==> src/rtl/bpbl_pkg.sv <==
// Shared constants, types and the double-dabble step for the BCD converter.
`timescale 1ns / 1ps
package bpbl_pkg;
  localparam int MAX_DIGITS  = 20;
  localparam int VALUE_W     = 64;
  localparam int COUNT_W     = 5;
  localparam int BCD_DIGITS  = 20;
  localparam int BCD_W       = BCD_DIGITS * 4;
  localparam int STEPS_PER_STAGE = 8;
  localparam int NUM_STAGES  = VALUE_W / STEPS_PER_STAGE;
  localparam int BYTE_IDX_W  = 4;

  typedef struct packed {
    logic [BCD_W-1:0]   bcd;
    logic [VALUE_W-1:0] bin;
    logic [COUNT_W-1:0] cnt;
  } bpbl_work_t;

  // one shift-add-3 step: fix up every digit, then shift the binary in
  function automatic bpbl_work_t dabble_step(input bpbl_work_t w);
    bpbl_work_t r;
    logic [3:0] dig;
    r = w;
    for (int d = 0; d < BCD_DIGITS; d++) begin
      dig = w.bcd[d*4 +: 4];
      if (dig >= 4'd5) begin
        r.bcd[d*4 +: 4] = dig + 4'd3;
      end
    end
    {r.bcd, r.bin} = {r.bcd[BCD_W-2:0], r.bin, 1'b0};
    return r;
  endfunction
endpackage

==> src/rtl/bpbl_if.sv <==
// Request channel interfaces for input items and output bytes.
`timescale 1ns / 1ps
interface bpbl_in_if;
  logic                       valid;
  logic                       ready;
  logic [bpbl_pkg::VALUE_W-1:0] value;
  logic [bpbl_pkg::COUNT_W-1:0] digit_count;
  modport source (output valid, output value, output digit_count, input ready);
  modport sink   (input valid, input value, input digit_count, output ready);
endinterface

interface bpbl_out_if;
  logic                            valid;
  logic                            ready;
  logic [7:0]                      bcd_byte;
  logic [bpbl_pkg::BYTE_IDX_W-1:0] byte_index;
  logic                            last;
  logic                            overflow;
  modport source (output valid, output bcd_byte, output byte_index, output last,
                  output overflow, input ready);
  modport sink   (input valid, input bcd_byte, input byte_index, input last,
                  input overflow, output ready);
endinterface

==> src/rtl/bpbl_stage.sv <==
// One pipeline stage: eight double-dabble steps between registers.
`timescale 1ns / 1ps
module bpbl_stage (
  input  logic                 clk,
  input  logic                 rst_n,
  input  logic                 up_valid,
  output logic                 up_ready,
  input  bpbl_pkg::bpbl_work_t up_data,
  output logic                 dn_valid,
  input  logic                 dn_ready,
  output bpbl_pkg::bpbl_work_t dn_data
);
  import bpbl_pkg::*;

  logic       valid_r;
  bpbl_work_t data_r;
  bpbl_work_t data_nxt;

  always_comb begin
    data_nxt = up_data;
    for (int s = 0; s < STEPS_PER_STAGE; s++) begin
      data_nxt = dabble_step(data_nxt);
    end
  end

  assign up_ready = !valid_r || dn_ready;
  assign dn_valid = valid_r;
  assign dn_data  = data_r;

  always_ff @(posedge clk) begin
    if (!rst_n) begin
      valid_r <= 1'b0;
    end else if (up_ready) begin
      valid_r <= up_valid;
    end
  end

  always_ff @(posedge clk) begin
    if (up_ready && up_valid) begin
      data_r <= data_nxt;
    end
  end
endmodule

==> src/rtl/bpbl_serializer.sv <==
// Emits the converted digits as packed BCD bytes, low byte first.
`timescale 1ns / 1ps
module bpbl_serializer (
  input  logic                 clk,
  input  logic                 rst_n,
  input  logic                 up_valid,
  output logic                 up_ready,
  input  bpbl_pkg::bpbl_work_t up_data,
  bpbl_out_if.source           out_ch
);
  import bpbl_pkg::*;

  logic                  busy_r;
  logic [BCD_W-1:0]      digits_r;
  logic [BYTE_IDX_W-1:0] idx_r;
  logic [BYTE_IDX_W-1:0] last_idx_r;
  logic                  odd_r;
  logic                  ovf_r;
  logic                  is_last;
  logic                  load;
  logic [BCD_DIGITS-1:0] nz;
  logic [BCD_DIGITS-1:0] nz_hi;
  logic [COUNT_W-1:0]    cnt_m1;

  always_comb begin
    for (int d = 0; d < BCD_DIGITS; d++) begin
      nz[d] = |up_data.bcd[d*4 +: 4];
    end
  end
  assign nz_hi  = nz >> up_data.cnt;
  assign cnt_m1 = up_data.cnt - COUNT_W'(1);

  assign is_last  = (idx_r == last_idx_r);
  assign up_ready = !busy_r || (out_ch.ready && is_last);
  assign load     = up_ready && up_valid;

  assign out_ch.valid      = busy_r;
  assign out_ch.bcd_byte   = {(is_last && odd_r) ? 4'h0 : digits_r[7:4], digits_r[3:0]};
  assign out_ch.byte_index = idx_r;
  assign out_ch.last       = is_last;
  assign out_ch.overflow   = is_last && ovf_r;

  always_ff @(posedge clk) begin
    if (!rst_n) begin
      busy_r <= 1'b0;
    end else if (up_ready) begin
      busy_r <= up_valid;
    end
  end

  always_ff @(posedge clk) begin
    if (load) begin
      digits_r   <= up_data.bcd;
      idx_r      <= '0;
      last_idx_r <= BYTE_IDX_W'(cnt_m1 >> 1);
      odd_r      <= up_data.cnt[0];
      ovf_r      <= |nz_hi;
    end else if (busy_r && out_ch.ready && !is_last) begin
      digits_r <= digits_r >> 8;
      idx_r    <= idx_r + BYTE_IDX_W'(1);
    end
  end

`ifndef SYNTHESIS
  a_ovf_on_last: assert property (@(posedge clk) disable iff (!rst_n)
    out_ch.valid && out_ch.overflow |-> out_ch.last)
    else $error("overflow on a byte that is not last");
  a_idx_range: assert property (@(posedge clk) disable iff (!rst_n)
    busy_r |-> idx_r <= last_idx_r)
    else $error("byte index past last byte");
  a_advance: assert property (@(posedge clk) disable iff (!rst_n)
    busy_r && out_ch.ready && !is_last |=> busy_r && idx_r == $past(idx_r) + 4'd1)
    else $error("serializer did not advance");
  a_no_early_take: assert property (@(posedge clk) disable iff (!rst_n)
    busy_r && !is_last |-> !up_ready)
    else $error("new request taken mid conversion");
`endif
endmodule

==> src/rtl/binary_to_packed_bcd_lsb_first_core.sv <==
// Top level: 64-bit binary to packed BCD converter, low byte first.
// Each request carries a 64-bit value and a digit count (0 reads as 1, above 20 as 20) and
// returns ceil(count/2) bytes. The conversion runs through an eight-stage double-dabble
// pipeline, eight shift-add-3 steps per stage, with a register after each stage, and the
// byte serializer at the end registers the digits before the first byte is offered. The
// serializer sets the rate: one byte per cycle while the output is ready. It takes the next
// request as its last byte is taken, and requests queue in the pipeline.
`timescale 1ns / 1ps
module binary_to_packed_bcd_lsb_first_core (
  input  logic       clk,
  input  logic       rst_n,
  bpbl_in_if.sink    in_ch,
  bpbl_out_if.source out_ch
);
  import bpbl_pkg::*;

  logic       vld [NUM_STAGES+1];
  logic       rdy [NUM_STAGES+1];
  bpbl_work_t dat [NUM_STAGES+1];
  logic [COUNT_W-1:0] cnt_sat;

  always_comb begin
    priority if (in_ch.digit_count == '0) begin
      cnt_sat = COUNT_W'(1);
    end else if (in_ch.digit_count > COUNT_W'(MAX_DIGITS)) begin
      cnt_sat = COUNT_W'(MAX_DIGITS);
    end else begin
      cnt_sat = in_ch.digit_count;
    end
  end

  assign vld[0]     = in_ch.valid;
  assign in_ch.ready = rdy[0];
  assign dat[0]     = '{bcd: '0, bin: in_ch.value, cnt: cnt_sat};

  for (genvar g = 0; g < NUM_STAGES; g++) begin : g_stage
    bpbl_stage u_stage (
      .clk      (clk),
      .rst_n    (rst_n),
      .up_valid (vld[g]),
      .up_ready (rdy[g]),
      .up_data  (dat[g]),
      .dn_valid (vld[g+1]),
      .dn_ready (rdy[g+1]),
      .dn_data  (dat[g+1])
    );
  end

  bpbl_serializer u_ser (
    .clk      (clk),
    .rst_n    (rst_n),
    .up_valid (vld[NUM_STAGES]),
    .up_ready (rdy[NUM_STAGES]),
    .up_data  (dat[NUM_STAGES]),
    .out_ch   (out_ch)
  );
endmodule
==> src/flat_wrapper.sv <==
// flat-port wrapper written by rule: the top's interface ports become plain ports
module binary_to_packed_bcd_lsb_first_core_flat import bpbl_pkg::*;
  (clk, rst_n, in_ch_valid, in_ch_value, in_ch_digit_count, in_ch_ready, out_ch_valid, out_ch_bcd_byte, out_ch_byte_index, out_ch_last, out_ch_overflow, out_ch_ready);
  bpbl_in_if in_ch_i ();
  bpbl_out_if out_ch_i ();
  input  logic clk;
  input  logic rst_n;
  input wire logic [$bits(in_ch_i.valid)-1:0] in_ch_valid;
  input wire logic [$bits(in_ch_i.value)-1:0] in_ch_value;
  input wire logic [$bits(in_ch_i.digit_count)-1:0] in_ch_digit_count;
  output wire logic [$bits(in_ch_i.ready)-1:0] in_ch_ready;
  output wire logic [$bits(out_ch_i.valid)-1:0] out_ch_valid;
  output wire logic [$bits(out_ch_i.bcd_byte)-1:0] out_ch_bcd_byte;
  output wire logic [$bits(out_ch_i.byte_index)-1:0] out_ch_byte_index;
  output wire logic [$bits(out_ch_i.last)-1:0] out_ch_last;
  output wire logic [$bits(out_ch_i.overflow)-1:0] out_ch_overflow;
  input wire logic [$bits(out_ch_i.ready)-1:0] out_ch_ready;
  assign in_ch_i.valid = in_ch_valid;
  assign in_ch_i.value = in_ch_value;
  assign in_ch_i.digit_count = in_ch_digit_count;
  assign in_ch_ready = in_ch_i.ready;
  assign out_ch_valid = out_ch_i.valid;
  assign out_ch_bcd_byte = out_ch_i.bcd_byte;
  assign out_ch_byte_index = out_ch_i.byte_index;
  assign out_ch_last = out_ch_i.last;
  assign out_ch_overflow = out_ch_i.overflow;
  assign out_ch_i.ready = out_ch_ready;
  binary_to_packed_bcd_lsb_first_core u_core (.clk(clk), .rst_n(rst_n), .in_ch(in_ch_i), .out_ch(out_ch_i));
endmodule
==> config.mk <==
export PLATFORM = sky130hd
export DESIGN_NAME = binary_to_packed_bcd_lsb_first_core_flat
export DESIGN_NICKNAME = d
export VERILOG_FILES = /design/src/rtl/bpbl_pkg.sv /design/src/rtl/bpbl_if.sv /design/src/rtl/bpbl_stage.sv /design/src/rtl/bpbl_serializer.sv /design/src/rtl/binary_to_packed_bcd_lsb_first_core.sv /design/src/flat_wrapper.sv
export SDC_FILE = /design/constraint.sdc
export NUM_CORES = 2
export LEC_CHECK = 0
export BUFFER_PORTS_ARGS = -buffer_cell sky130_fd_sc_hd__buf_2
export CORE_MARGIN = 8
export CORE_UTILIZATION = 67
export DETAILED_ROUTE_END_ITERATION = 10
export PLACE_DENSITY = 0.84
export REMOVE_ABC_BUFFERS = 1
export SYNTH_ARGS = -nofsm -noshare
export SYNTH_HDL_FRONTEND = slang
export SYNTH_SLANG_ARGS = --single-unit
==> constraint.sdc <==
create_clock -name clk -period 11.2 [get_ports clk]
set_input_delay 0.56 -clock clk [delete_from_list [all_inputs] [get_ports clk]]
set_output_delay 0.56 -clock clk [all_outputs]
set_load 0.02 [all_outputs]
==> results.sh <==
export IMPL_drc=0
export IMPL_synth_yosys_warnings=0
export IMPL_fp_dieH_um=395
export IMPL_grt_max_degree=86
export IMPL_die_w_um=395
export IMPL_slew_headroom_pct=14.5
export IMPL_hold_violations=0
export IMPL_ys_async_sr_fraction_pct=0
export IMPL_track_usage_pct=26.6
export IMPL_fillers=11200
export IMPL_cts_made_buffers=84
export IMPL_drv_cap=0
export IMPL_cts_clk_slew_worst_paths_ns=0.06
export IMPL_finalSetupTns_ns=0
export IMPL_period_needed_ns=8.51
export IMPL_rsz0062_at_grt="no"
export IMPL_finClkSkew_ns=0.0712
export IMPL_cts_resized=0
export IMPL_n_antenna_cell=0
export IMPL_first_pass_iters=9
export IMPL_ctsHoldBuffers=50
export IMPL_area_delta_synth_final_pct=5.62
export IMPL_io_pins=89
export IMPL_clk_latency_ns=0.76
export IMPL_syn_area_um2=96400
export IMPL_cts_buffer_depth=3
export IMPL_final_cell_mix="nand2_1, nor2_1, a21oi_1"
export IMPL_ys_types=136
export IMPL_drt_wl_total_mm=225
export IMPL_numPortBuffers=88
export IMPL_cts_tree="done"
export IMPL_netlist_instances=12400
export IMPL_crit_family="compound AO/OA/AOI/OAI gates"
export IMPL_slowest_stage="a311oi_1"
export IMPL_dieArea_um2=156000
export IMPL_start_util_pct=67.3
export IMPL_ant_nets=0
export IMPL_hpwl_mm=168
export IMPL_routedWlPerCell_um=15.7
export IMPL_place_congestion=0.879
export IMPL_synth_seq_area_share_pct=22.8
export IMPL_grt_pass1_wl_mm=377
export IMPL_rows=139
export IMPL_setup_violations=0
export IMPL_synth_enable_flop_cells=724
export IMPL_endpoint_kind="flip-flop"
export IMPL_layout_nets=13000
export IMPL_status="complete, no violations"
export IMPL_drt_iter0_markers=7226
export IMPL_vias_per_cell=6.50
export IMPL_ctsHtreeMaxLevel=3
export IMPL_drive_gt1_share_pct=7.47
export IMPL_post_cts_repair_setup_buffers=0
export IMPL_worst_slew_pin_slew_ns=1.27
export IMPL_path_buf_inv=4
export IMPL_fmax_mhz=118
export IMPL_synth_area_per_cell_um2=7.76
export IMPL_ys_ff_latch=737
export IMPL_critPathKind="flip-flop to flip-flop"
export IMPL_grt_pass1_vias=86100
export IMPL_required_ns=11.64
export IMPL_layout_commonest_cell="nand2_1"
export IMPL_vias=93200
export IMPL_coreArea_um2=143000
export IMPL_cts_sinks=737
export IMPL_fin_crit_sh_pct=76.0
export IMPL_max_stage_delay_ns=0.75
export IMPL_antenna_found_initial=0
export IMPL_grt_ovfl_total=0
export IMPL_slew_violations=0
export IMPL_cp_arrival_ns=8.95
export IMPL_cp_start_kind="flip-flop"
export IMPL_min_path_type="input port to flip-flop"
export IMPL_path_max_fanout=12
export IMPL_cpMostUsedCell="ha_1"
export IMPL_root_buffer="clkbuf_16"
export IMPL_synth_top_flop_cell="edfxtp_1"
state kept, by name (all words and copies together), names as in the netlist:
name and cells:
u_core.u_ser.digits_r 80, u_core.u_ser.out_ch.byte_index 4, u_core.g_stage.u_stage.dn_data 638, u_core.u_ser.last_idx_r 4, u_core.u_ser.out_ch.valid 1, u_core.u_ser.ovf_r 1
u_core.g_stage.u_stage.dn_valid 8, u_core.u_ser.odd_r 1
stage by stage:
stage | cell area [um2] | hold WS (ns) | worst slack, ns | instances | util (%)
6_report | 102000 | 0.0409 | 2.69 | 14300 | 71.1
5_1_grt | 102000 | 0.0173 | 1.99 | 14300 | 71.1
4_1_cts | 102000 | 0.000437 | 2.78 | 14300 | 71.1
3_5_place_dp | 98400 | 0.405 | 2.79 | 14100 | 68.7
3_3_place_gp | 98400 | 0.401 | 2.98 | 14100 | 68.7
2_1_floorplan | 95200 | 0.400 | 2.17 | 12100 | -
synth_stat cells, drive strengths merged, types with 161 or more instances:
master     n  area (um2)
nand2   1201        4510
o21ai   1088        5480
nor2    1083        4070
a21oi   1046        5370
inv      858        3220
edfxtp   724       21700
ha       565        7070
xnor2    443        4140
mux2i    372        3750
nor3     297        1510
nand3    284        1420
nand2b   275        1730
clkbuf   250         940
a31oi    236        1530
mux2     235        2650
a211oi   229        1760
o211ai   209        1580
a21o     192        1440
and2     169        1060
o21a     168        1260
nor2b    161        1010
cell families after synthesis:
logic type	after synthesis	synth area share (%)
simple gates	4104	20.4
flops	737	22.8
buf+inv	1171	4.65
mux	610	6.70
fa+ha+maj	612	7.82
compound gates	4588	31.8
xor+xnor	600	5.81
area by class of cell:
| cell class | instances | area (um2) | area share, % |
|---|---|---|---|
| clock buffers | 102 | 2210 | 2.17 |
| clock inverters | 53 | 753 | 0.739 |
| inverters | 863 | 3240 | 3.18 |
| multi-input cells | 10500 | 70100 | 68.8 |
| flip-flops and latches | 737 | 22000 | 21.6 |
| well taps | 1903 | 2380 | 2.34 |
| repair buffers | 175 | 1220 | 1.20 |
path summary, 6_finish.rpt:
path                                               from  slack, ns  depth (start not counted)                               endpoint
hold / removal                          in_ch_value[26]       0.04                          1  u_core.g_stage[0].u_stage.dn_data[39]
setup reg to reg  u_core.g_stage[4].u_stage.dn_data[89]       2.69                         33  u_core.g_stage[5].u_stage.dn_data[99]
hold reg to reg   u_core.g_stage[0].u_stage.dn_data[41]       0.40                          0  u_core.g_stage[1].u_stage.dn_data[49]
setup / recovery  u_core.g_stage[4].u_stage.dn_data[89]       2.69                         33  u_core.g_stage[5].u_stage.dn_data[99]
routing by layer:
| metal | vias up | global-route usage (%) | share of wire [%] |
|---|---|---|---|
| met3 | 485 | 2.76 | 4.0 |
| met5 | - | 0 | 0 |
| met1 | 43700 | 30.7 | 42 |
| met4 | 0 | 9.45 | 3.5 |
| met2 | 2375 | 50.4 | 51 |
| li1 | 46600 | - | - |
Power is left out: the tool's default activity adds up to more than one toggle a clock period on the data nets, which glitch-free logic cannot reach.
